--- config.mk ---
export PLATFORM = sky130hd
export DESIGN_NAME = rc_deadband_bridge_square_wave
export DESIGN_NICKNAME = d
export VERILOG_FILES = /design/src/hdl/rdb_pkg.sv /design/src/hdl/rdb_cfg.sv /design/src/hdl/rdb_step.sv /design/src/hdl/rc_deadband_bridge_square_wave.sv
export SDC_FILE = /design/constraint.sdc
export NUM_CORES = 1
export LEC_CHECK = 0
export ABC_AREA = 1
export BUFFER_PORTS_ARGS = -buffer_cell sky130_fd_sc_hd__buf_4
export CAP_MARGIN = 20
export CELL_PAD_IN_SITES_DETAIL_PLACEMENT = 1
export CELL_PAD_IN_SITES_GLOBAL_PLACEMENT = 2
export CORE_MARGIN = 2
export CORE_UTILIZATION = 36
export DETAILED_ROUTE_END_ITERATION = 10
export GPL_TIMING_DRIVEN = 0
export PLACE_DENSITY = 0.95
export REMOVE_ABC_BUFFERS = 1
export SLEW_MARGIN = 30
export SYNTH_ARGS = -nofsm -noshare
export SYNTH_HDL_FRONTEND = slang
export SYNTH_HIERARCHICAL = 1
export SYNTH_SLANG_ARGS = --single-unit
--- constraint.sdc ---
create_clock -name clk -period 4.5 [get_ports clk]
set_input_delay 0.45 -clock clk [delete_from_list [all_inputs] [get_ports clk]]
set_output_delay 0.45 -clock clk [all_outputs]
set_load 0.01 [all_outputs]
--- src/hdl/rdb_pkg.sv ---
// Shared types, register indexes and switch patterns for the RC dead-band bridge driver.
// No dependencies; used by every module in hdl/.
package rdb_pkg;

  localparam int PulseW = 16;
  localparam int CountW = 8;
  localparam int DriveW = 6;
  localparam int CfgIdxW = 2;

  // Switch enable bits of the drive word.
  localparam logic [DriveW-1:0] DrvAh = 6'h01;
  localparam logic [DriveW-1:0] DrvAl = 6'h02;
  localparam logic [DriveW-1:0] DrvBh = 6'h04;
  localparam logic [DriveW-1:0] DrvBl = 6'h08;
  localparam logic [DriveW-1:0] DrvCh = 6'h10;
  localparam logic [DriveW-1:0] DrvCl = 6'h20;
  localparam logic [DriveW-1:0] DrvOff = 6'h00;

  localparam logic [PulseW-1:0] CentreLowReset = 16'd1450;
  localparam logic [PulseW-1:0] CentreHighReset = 16'd1550;
  localparam logic [CountW-1:0] ArmFramesReset = 8'd15;

  typedef enum logic [CfgIdxW-1:0] {
    REG_CENTRE_LOW  = 2'd0,
    REG_CENTRE_HIGH = 2'd1,
    REG_ARM_FRAMES  = 2'd2
  } reg_index_t;

  typedef struct packed {
    logic [PulseW-1:0] centre_low;
    logic [PulseW-1:0] centre_high;
    logic [CountW-1:0] arm_frames;
  } cfg_t;

  typedef struct packed {
    logic              is_armed;
    logic [CountW-1:0] centre_count;
    logic              powered;
    logic              direction_fwd;
    logic [1:0]        phase;
  } state_t;

  typedef struct packed {
    logic [DriveW-1:0] drive;
    logic              brake_pulse;
    logic              arm_event;
    logic              armed;
  } result_t;

  // Four-phase square wave: drive, off, reverse drive, off.
  function automatic logic [DriveW-1:0] bridge_pattern(input logic fwd,
                                                       input logic [1:0] ph);
    logic [DriveW-1:0] pat;
    unique case (ph)
      2'd0:    pat = fwd ? (DrvAh | DrvBl) : (DrvCh | DrvBl);
      2'd2:    pat = fwd ? (DrvAl | DrvBh) : (DrvCl | DrvBh);
      default: pat = DrvOff;
    endcase
    return pat;
  endfunction

endpackage

--- src/hdl/rdb_cfg.sv ---
// Configuration registers of the RC dead-band bridge driver.
// Depends on rdb_pkg.
module rdb_cfg (
  input  logic                          clk,
  input  logic                          rst,
  input  logic                          cfg_we,
  input  logic [rdb_pkg::CfgIdxW-1:0]   cfg_index,
  input  logic [rdb_pkg::PulseW-1:0]    cfg_data,
  output rdb_pkg::cfg_t                 cfg
);

  always_ff @(posedge clk) begin
    if (rst) begin
      cfg.centre_low  <= rdb_pkg::CentreLowReset;
      cfg.centre_high <= rdb_pkg::CentreHighReset;
      cfg.arm_frames  <= rdb_pkg::ArmFramesReset;
    end else if (cfg_we) begin
      unique case (cfg_index)
        rdb_pkg::REG_CENTRE_LOW:  cfg.centre_low  <= cfg_data;
        rdb_pkg::REG_CENTRE_HIGH: cfg.centre_high <= cfg_data;
        rdb_pkg::REG_ARM_FRAMES:  cfg.arm_frames  <= cfg_data[rdb_pkg::CountW-1:0];
        default: ;
      endcase
    end
  end

endmodule

--- src/hdl/rdb_step.sv ---
// Combinational step logic: band compares, arming count and bridge phase update.
// Depends on rdb_pkg.
module rdb_step (
  input  logic [rdb_pkg::PulseW-1:0] pulse_width,
  input  rdb_pkg::cfg_t              cfg,
  input  rdb_pkg::state_t            state,
  output rdb_pkg::state_t            state_next,
  output rdb_pkg::result_t           result
);

  logic                        above;
  logic                        below;
  logic [rdb_pkg::CountW-1:0]  need;
  logic [rdb_pkg::CountW-1:0]  count_inc;

  assign above     = pulse_width > cfg.centre_high;
  assign below     = pulse_width < cfg.centre_low;
  assign need      = (cfg.arm_frames == '0) ? rdb_pkg::CountW'(1) : cfg.arm_frames;
  assign count_inc = state.centre_count + rdb_pkg::CountW'(1);

  always_comb begin
    state_next         = state;
    result.drive       = rdb_pkg::DrvOff;
    result.brake_pulse = 1'b0;
    result.arm_event   = 1'b0;
    if (!state.is_armed) begin
      if (!above && !below) begin
        if (count_inc >= need) begin
          state_next.is_armed     = 1'b1;
          state_next.centre_count = '0;
          result.arm_event        = 1'b1;
        end else begin
          state_next.centre_count = count_inc;
        end
      end else begin
        state_next.centre_count = '0;
      end
    end else if (above || below) begin
      // Above-band is tested first, so an inverted band drives forward.
      state_next.direction_fwd = above;
      state_next.powered       = 1'b1;
      state_next.phase         = state.phase + 2'd1;
      result.drive             = rdb_pkg::bridge_pattern(above, state.phase);
    end else if (state.powered) begin
      state_next.powered = 1'b0;
      result.brake_pulse = 1'b1;
    end
    result.armed = state_next.is_armed;
  end

endmodule

--- src/hdl/rc_deadband_bridge_square_wave.sv ---
// Top level of the RC dead-band H-bridge square-wave driver.
// Depends on rdb_pkg, rdb_cfg and rdb_step.
//
// Each accepted word is one receiver pulse width and one step period; it yields
// exactly one result word, valid in the following cycle. A word is taken in
// every cycle the result register is empty or being read, so the sustained
// rate is one word per clock while out_ready holds, set by the single result
// register behind one level of compare and phase logic. Configuration writes
// take effect at the next clock edge and should be made while no word is in flight.
module rc_deadband_bridge_square_wave (
  input  logic                               clk,
  input  logic                               rst,
  input  logic                               cfg_we,
  input  logic [rdb_pkg::CfgIdxW-1:0]        cfg_index,
  input  logic [rdb_pkg::PulseW-1:0]         cfg_data,
  input  logic                               in_valid,
  output logic                               in_ready,
  input  logic [rdb_pkg::PulseW-1:0]         pulse_width,
  output logic                               out_valid,
  input  logic                               out_ready,
  output logic [rdb_pkg::DriveW-1:0]         drive,
  output logic                               brake_pulse,
  output logic                               arm_event,
  output logic                               armed
);

  rdb_pkg::cfg_t    cfg;
  rdb_pkg::state_t  state;
  rdb_pkg::state_t  state_next;
  rdb_pkg::result_t result;
  rdb_pkg::result_t result_reg;
  logic             accept;

  rdb_cfg u_cfg (
    .clk       (clk),
    .rst       (rst),
    .cfg_we    (cfg_we),
    .cfg_index (cfg_index),
    .cfg_data  (cfg_data),
    .cfg       (cfg)
  );

  rdb_step u_step (
    .pulse_width (pulse_width),
    .cfg         (cfg),
    .state       (state),
    .state_next  (state_next),
    .result      (result)
  );

  assign in_ready = !out_valid || out_ready;
  assign accept   = in_valid && in_ready;

  always_ff @(posedge clk) begin
    if (rst) begin
      state     <= '0;
      out_valid <= 1'b0;
    end else begin
      if (accept) begin
        state <= state_next;
      end
      if (accept) begin
        out_valid <= 1'b1;
      end else if (out_ready) begin
        out_valid <= 1'b0;
      end
    end
  end

  always_ff @(posedge clk) begin
    if (accept) begin
      result_reg <= result;
    end
  end

  assign drive       = result_reg.drive;
  assign brake_pulse = result_reg.brake_pulse;
  assign arm_event   = result_reg.arm_event;
  assign armed       = result_reg.armed;

  a_result_follows: assert property (@(posedge clk) disable iff (rst)
    accept |=> out_valid)
    else $error("accepted word produced no result");

  a_arm_is_quiet: assert property (@(posedge clk) disable iff (rst)
    out_valid && arm_event |-> armed && drive == rdb_pkg::DrvOff && !brake_pulse)
    else $error("arming step drove the bridge");

  a_brake_is_off: assert property (@(posedge clk) disable iff (rst)
    out_valid && brake_pulse |-> armed && drive == rdb_pkg::DrvOff)
    else $error("brake step with switches on");

  a_armed_sticks: assert property (@(posedge clk) disable iff (rst)
    state.is_armed |=> state.is_armed)
    else $error("armed state dropped without reset");

endmodule
After elaboration in Yosys (flattened, before gate mapping) --
Index checks and enable logic that the tools add are counted.
Storage, ports and cells: bits of input ports 39, register bits after elaboration 62, output and inout bits 11, word-level logic and storage cells 53
Cells by class: reductions and logical operators 19, bitwise logic cells 1, add/sub/neg operators 2, $lt $le $gt $ge 3, equal/unequal tests 3, muxes and demuxes 13
Operators with widths (number):
- $mux 8 | 3
- $gt 16x16->1 | 1
- $lt 16x16->1 | 1
- $pmux 6 s2 | 1
- $reduce_and 2->1 | 6
- $mux 9 | 1
- $add 8x1->8 const B | 1
- $ge 8x8->1 | 1
- $logic_not 8->1 | 1
- $mux 1 | 6
- $mux 6 | 1
- $mux 5 | 1
- $eq 2x2->1 const B | 2
- $logic_not 2->1 | 2
- $logic_not 1->1 | 3
- $reduce_and 3->1 | 1
- $add 2x1->2 const B | 1
- $eq 2x1->1 const B | 1
- $logic_and 1x1->1 | 2
- $logic_or 1x1->1 | 2
- $reduce_bool 2->1 | 1
- $reduce_or 2->1 | 1
- $not 1->1 | 1

Depth between registers and ports, before layout --
Gate-level depths: netlist of run 1.
word-level depth 6, mapped depth 21, gate-level depth less buffers 20

Modules after synthesis --
Netlist of run 1, hierarchy kept.
By module, submodules not included:
- rdb_cfg | area an instance 1654.1 µm², cells an instance 233, instances 1, sequential area each 800.8 µm²
- rdb_step | area an instance 1614.0 µm², cells an instance 265, instances 1, sequential area each 0.0 µm²
- rc_deadband_bridge_square_wave | area an instance 954.7 µm², cells an instance 100, instances 1, sequential area each 550.5 µm²

Worst setup path after synthesis of run 1 --
Ideal clock, no wire load.
kind register -> register, start reg state[4] (netlist name), end reg state[12] (netlist name), library setup time 0.115 ns, setup slack 2.136 ns, required time 4.385 ns, arrival time 2.249 ns, clock period less this slack 2.364 ns, stages on the path, launching flop included 16, buffers on the path 1, cells stage by stage dfxtp_1 nand3_2 or2_1 clkinv_1 or2_2 and2_1 ha_1 a21oi_1 o2111ai_2 nand2_4 nand2_1 buf_4 inv_1 nand3_1 nand2_1 nor2_1

Final worst setup path of run 1 --
start reg state[4] (netlist name), end reg state[8] (netlist name)
On the way: longest elaborated chain between the ends 4
RTL lines:
- $add 8x1->8 * | line rdb_step.sv:19 | assign count_inc = state.centre_count + rdb_pkg::CountW'(1);
- $ge 8x8->1 | line rdb_step.sv:28 | if (count_inc >= need) begin
- $mux 8 * | line rdb_step.sv:28
- $mux 8 * | line rdb_step.sv:27 | if (!above && !below) begin
Every way passes the cells marked *; elsewhere a longest branch is shown, timed or not. A chain may end at the register's enable or synchronous reset.

==> flow_metrics.py, run 1 <==
metrics = {
    "floorplanning": {
        "core_area_sq_mm": 0.0114,
        "ioPinCount": 50,
        "rows": 39,
        "dieHeight_um": 112,
        "floorplan.initialDensity_pct": 36.7,
        "die_x_um": 112,
        "die_area_sq_mm": 0.0125,
    },
    "synth": {
        "yosys_warnings": 6,
        "syn_area_per_cell_sq_um": 7.07,
        "netlist_area_sq_mm": 0.00417,
        "syn-instance-count": 590,
    },
    "drt": {
        "drtPass1Iterations": 4,
        "vias_per_cell": 4.79,
        "drt-total-wl_mm": 10.2,
        "vias": 3720,
        "drt_first_iter_violations": 126,
        "drc": 0,
        "ant_nets": 0,
        "wl_per_cell_um": 13.2,
    },
    "timing": {
        "rsz0062_at_grt": "false",
        "relSlewSlack_pct": 43.4,
        "worstMarginPinSlew_ns": 0.849,
        "whs_ns": 0.312,
        "setup_violations": 0,
        "finClkSkew_ns": 0.00573,
        "fin_crit_sh_pct": 61.6,
        "max_freq_ghz": 0.360,
        "slew_viol_final": 0,
        "final.min_clock_period_ns": 2.77,
        "finalHoldViolations": 0,
        "fin_tns_setup_ns": 0,
        "setup_slack_ns": 1.73,
    },
    "global_route": {
        "grt_max_degree": 41,
        "grt.overflow.total": 0,
        "grt_pass1_vias": 3851,
        "grt_pass1_wl_mm": 17.7,
        "antenna_found_initial": 0,
        "grtUsageTotal_pct": 17.2,
    },
    "worst_setup_path": {
        "cp_cell_sequence": "ha_1, nand3_1, nand3b_1, xor2_1, ha_1, inv_1, nor3_1, nand4_1, o2111ai_2, nor2_1, nand2_1, nand2_1, inv_1, nand3_1, nand2_1, nor2_1",
        "worstSetupPathType": "flip-flop to flip-flop",
        "cp-end-kind": "flip-flop",
        "cp_top_family": "simple AND/OR/NAND/NOR gates",
        "cp.arrival_ns": 3.00,
        "path_buf_inv": 2,
        "cp_slowest_stage_delay_ns": 0.43,
        "critPathMaxFanout": 9,
        "worstSetupStartpointType": "flip-flop",
        "crit_required_ns": 4.72,
        "critPathMostFrequentCell": "nand2_1",
        "slowest_stage": "dfxtp_1",
    },
    "placement": {
        "pre_cts_ws_ns": 1.80,
        "io_buffers": 49,
        "dpl-instance-area_sq_mm": 0.00455,
        "place_congestion": 0.779,
        "place.detailed.hpwl_mm": 7.57,
    },
    "final_layout": {
        "fill_cells": 1453,
        "area_growth_pct": 16.0,
        "design_area_sq_mm": 0.00484,
        "drive_above_1_share_pct": 16.4,
        "multi_input_area_sq_mm": 0.00227,
        "antennaDiodeCount": 0,
        "finalNetCount": 710,
        "seq_area_sq_mm": 0.00133,
    },
    "pwr": {
        "power_density_mw_per_mm2": 332,
        "p_leak_nw": 2.54,
        "p_total_mw": 1.61,
        "peakVddDrop_uv": 128,
    },
    "clock_network": {
        "root_buffer": "clkbuf_16",
        "cts-buffers-inserted": 9,
        "clock_path_buffers": 2,
        "tritoncts": "yes",
        "cts_num_sinks": 62,
        "cts-resized-gates": 0,
        "post_cts_buffers": 0,
        "clkSlewWorstSetupHoldPaths_ns": 0.05,
        "htreeDepth": 3,
        "clk_latency_ns": 0.33,
        "cts_hold_buffers": 0,
    },
    "run": {
        "drv_cap": 0,
    },
    "min_path": {
        "hold_class": "primary input to flip-flop",
    },
    "status": {
        "status": "complete, no violations",
    },
}
final cells by class:
cell class,instances,area share [%]
multi-input combinational,399,46.9
tap,143,3.70
timing repair buffer,49,7.60
sequential,62,27.5
clock inverter,4,0.983
clock buffer,12,4.89
inverter,107,8.40
placed cells by master, fill, tap and decap left out, drive strengths merged, types with 3 or more instances in the layout:
cell type and count:
nand2 152, inv 106, nor2 75, nand3 56, dfxtp 53, buf 49, ha 43, a21oi 42
clkbuf 12, edfxtp 9, nand4 7, xor2 5, o21ai 5, nor3 4, clkinv 3, or2 3
where the power goes:
group / total, mW / switching, mW / internal (mW)
Combinational: 0.309 / 0.187 / 0.122
Clock: 0.673 / 0.246 / 0.427
Sequential: 0.624 / 0.0269 / 0.597
layer usage:
metal	wire length [um]	vias to the layer above	global-route usage [%]
li1	-	1912	-
met1	4680	1747	21.3
met2	5080	47	30.3
met3	273	14	2.34
met4	180	0	6.83
met5	0	-	0
through the flow:
step	cells	utilization (%)
finish	776	42.6
global route	776	42.6
CTS	776	42.6
detailed placement	760	40.1
global placement	760	40.1
floorplan	568	-
sequential cells by signal, indices dropped and copies added, names as in the netlist:
name         cells
arm_event        1
armed            1
brake_pulse      1
drive            6
out_valid        1
state           12
u_cfg/cfg       40
path summary, 6_finish.rpt:
kind | start | end | slack (ns) | cells after the start
worst max-delay path | state[4]$_SDFFE_PP0P_ | state[8]$_SDFFE_PP0P_ | 1.73 | 16
worst min-delay path | rst | out_valid$_SDFFE_PP0P_ | 0.31 | 2
worst max register to register | state[4]$_SDFFE_PP0P_ | state[8]$_SDFFE_PP0P_ | 1.73 | 16
worst min register to register | u_cfg/cfg[34]$_SDFFE_PP1P_ | u_cfg/cfg[34]$_SDFFE_PP1P_ | 0.46 | 2
Note: power is estimated with default switching activity, not from simulation.
==> run 2: changes to the inputs <==
--- a/config.mk
+++ b/config.mk
@@ -5,7 +5,7 @@
 export SDC_FILE = /design/constraint.sdc
 export NUM_CORES = 1
 export LEC_CHECK = 0
-export ABC_AREA = 1
+export ABC_AREA = 0
 export BUFFER_PORTS_ARGS = -buffer_cell sky130_fd_sc_hd__buf_4
 export CAP_MARGIN = 20
 export CELL_PAD_IN_SITES_DETAIL_PLACEMENT = 1
@@ -14,7 +14,7 @@
 export CORE_UTILIZATION = 36
 export DETAILED_ROUTE_END_ITERATION = 10
 export GPL_TIMING_DRIVEN = 0
-export PLACE_DENSITY = 0.95
+export PLACE_DENSITY = 0.91
 export REMOVE_ABC_BUFFERS = 1
 export SLEW_MARGIN = 30
 export SYNTH_ARGS = -nofsm -noshare
==> constraint.sdc (replaced) <==
create_clock -name clk -period 2.7 [get_ports clk]
set_input_delay 0.27 -clock clk [delete_from_list [all_inputs] [get_ports clk]]
set_output_delay 0.27 -clock clk [all_outputs]
set_load 0.01 [all_outputs]
==> run 2 against run 1 <==
Net effect: sequential share of layout area up 0.29 points; largest cell class unchanged; first-iteration DRC count down 30%; synthesized area down 5.8%; total power up 31%; sequential cell count unchanged; maximum frequency up 2.4%; die area down 5.6%; the flow now finishes with violations (setup timing); cell area up 0.34%; critical endpoint is now state[12]$_SDFFE_PP0P_; critical path depth down 5; utilization up 2.6 points; setup slack worse by 1.7 ns; synthesized cell count down 26%.
==> flow_metrics.py, run 2 <==
metrics = {
    "worst_setup_path": {
        "r2r-start": "u_cfg/cfg[19]$_SDFFE_PP0P_",
        "cp-end-kind": "flip-flop",
        "critPathMaxFanout": 8,
        "cp.arrival_ns": 2.98,
        "worstSetupStartpointType": "flip-flop",
        "rrSetupSlack_ns": -0.008,
        "crit_required_ns": 2.97,
        "r2r-end": "state[12]$_SDFFE_PP0P_",
        "worstSetupPathType": "flip-flop to flip-flop",
        "r2r_cells": 11,
    },
    "timing": {
        "max_freq_ghz": 0.369,
        "slew_viol_final": 0,
        "fin_crit_sh_pct": 100,
        "finClkSkew_ns": 0.0179,
        "setup_slack_ns": -0.00792,
        "setup_violations": 1,
        "rsz0062_at_grt": "true",
        "finalHoldViolations": 0,
        "relSlewSlack_pct": 43.5,
        "final.min_clock_period_ns": 2.71,
        "whs_ns": 0.200,
        "worstMarginPinSlew_ns": 0.846,
    },
    "clock_network": {
        "cts-buffers-inserted": 9,
        "clk_latency_ns": 0.35,
        "clkSlewWorstSetupHoldPaths_ns": 0.07,
        "htreeDepth": 3,
        "cts_hold_buffers": 0,
        "clock_path_buffers": 2,
        "cts_num_sinks": 62,
        "root_buffer": "clkbuf_8",
        "tritoncts": "yes",
    },
    "drt": {
        "drt-total-wl_mm": 10.4,
        "vias_per_cell": 5.08,
        "ant_nets": 0,
        "drt_first_iter_violations": 88,
        "wl_per_cell_um": 16.3,
        "drtPass1Iterations": 4,
        "drc": 0,
        "vias": 3227,
    },
    "min_path": {
        "hold_path.startpoint": "cfg_data[0]",
        "hold_class": "primary input to flip-flop",
        "hold_end": "u_cfg/cfg[0]$_SDFFE_PP1P_",
        "min_path_cells": 3,
    },
    "final_layout": {
        "finalNetCount": 572,
        "drive_above_1_share_pct": 25.1,
        "design_area_sq_mm": 0.00485,
        "area_growth_pct": 23.5,
        "largest_reg_flops": 40,
        "layoutNonFillerInstCount": 635,
        "mostFrequentLayoutCells": "buf_4, dfxtp_1, nand2b_1, mux2i_1, inv_1",
        "layout_commonest_cell": "buf_4",
        "regMostFlops": "u_cfg/cfg",
        "antennaDiodeCount": 0,
    },
    "run": {
        "drv_cap": 0,
    },
    "synth": {
        "syn_area_per_cell_sq_um": 9.06,
        "yosys_warnings": 6,
        "netlist_area_sq_mm": 0.00393,
        "syn-instance-count": 434,
    },
    "pwr": {
        "p_leak_nw": 2.13,
        "p_total_mw": 2.11,
        "peakVddDrop_uv": 225,
        "power_density_mw_per_mm2": 434,
    },
    "floorplanning": {
        "die_x_um": 108,
        "dieHeight_um": 108,
        "ioPinCount": 50,
        "rows": 38,
        "floorplan.initialDensity_pct": 36.6,
        "core_area_sq_mm": 0.0107,
        "die_area_sq_mm": 0.0118,
    },
    "global_route": {
        "grt.overflow.total": 0,
        "grtUsageTotal_pct": 17.8,
        "antenna_found_initial": 0,
        "grt_pass1_wl_mm": 16.2,
        "grt_pass1_vias": 3373,
        "grt_max_degree": 76,
    },
    "status": {
        "violations": "setup timing",
        "status": "complete, but fails checks",
    },
    "placement": {
        "place.detailed.hpwl_mm": 6.97,
        "place_congestion": 0.773,
        "dpl-instance-area_sq_mm": 0.00434,
        "io_buffers": 49,
        "pre_cts_ws_ns": -0.649,
        "place_inst": 600,
    },
}
## run 2: how the worst max path moves through the flow
| stage | slack (ns) | cells after the start | to | from |
|---|---|---|---|---|
| floorplan | 0.05 | 13 | state[6]$_SDFFE_PP0P_ | state[4]$_SDFFE_PP0P_ |
| global placement | -0.53 | 13 | state[6]$_SDFFE_PP0P_ | state[4]$_SDFFE_PP0P_ |
| detailed placement | -0.65 | 13 | state[6]$_SDFFE_PP0P_ | state[4]$_SDFFE_PP0P_ |
| CTS | 0.004 | 10 | state[8]$_SDFFE_PP0P_ | u_cfg/cfg[17]$_SDFFE_PP1P_ |
| global route | -0.13 | 13 | state[4]$_SDFFE_PP0P_ | state[4]$_SDFFE_PP0P_ |
| finish | -0.008 | 11 | state[12]$_SDFFE_PP0P_ | u_cfg/cfg[19]$_SDFFE_PP0P_ |
## run 2: power breakdown
group          leakage (nW)  total (mW)  switching (mW)  internal, mW
Clock                0.0888       0.791           0.376         0.416
Combinational          1.51       0.336           0.176         0.159
Sequential            0.525       0.978          0.0162         0.962
Total                  2.13        2.11           0.568          1.54
## run 2: metal layers
layer / global-route usage (%) / wire length (um) / vias to the layer above
met2: 31.4 / 5300 / 63
met4: 5.22 / 196 / 0
li1: - / - / 1602
met1: 21.4 / 4540 / 1547
met3: 3.98 / 334 / 15
met5: 0 / 0 / -
## run 2: cell type report
cell class / instances / area (sq um)
Clock buffer: 10 / 128
Clock inverter: 6 / 53.8
Fill cell: 1302 / 5890
Inverter: 44 / 165
Multi-Input combinational cell: 305 / 2470
Sequential cell: 62 / 1350
Tap cell: 140 / 175
Timing Repair Buffer: 68 / 514
## run 2: what timing repair did
action,in CTS,in global routing
endpoints found under the setup margin,16,17
pin swaps,8,21
hold endpoints to repair,0,0
buffers inserted,9,12
gates resized for setup,19,28
## run 2: worst max-delay path, stage by stage, from the launching register on
cell and delay, ns:
dfxtp_2 0.34, inv_2 0.05, ha_4 0.27, nand4_1 0.15, or4_4 0.60, or2_1 0.24, o31a_4 0.16, or2_4 0.33
buf_6 0.14, o21ai_4 0.14, nand3_1 0.08, a21oi_1 0.14
## run 2: through the flow
step / utilization [%] / setup TNS [ns]
after global placement: 40.3 / -3.38
final: 45.2 / -0.00792
after global routing: 45.2 / -0.794
after floorplan: - / 0
after CTS: 43.4 / 0
after detailed placement: 40.3 / -4.04
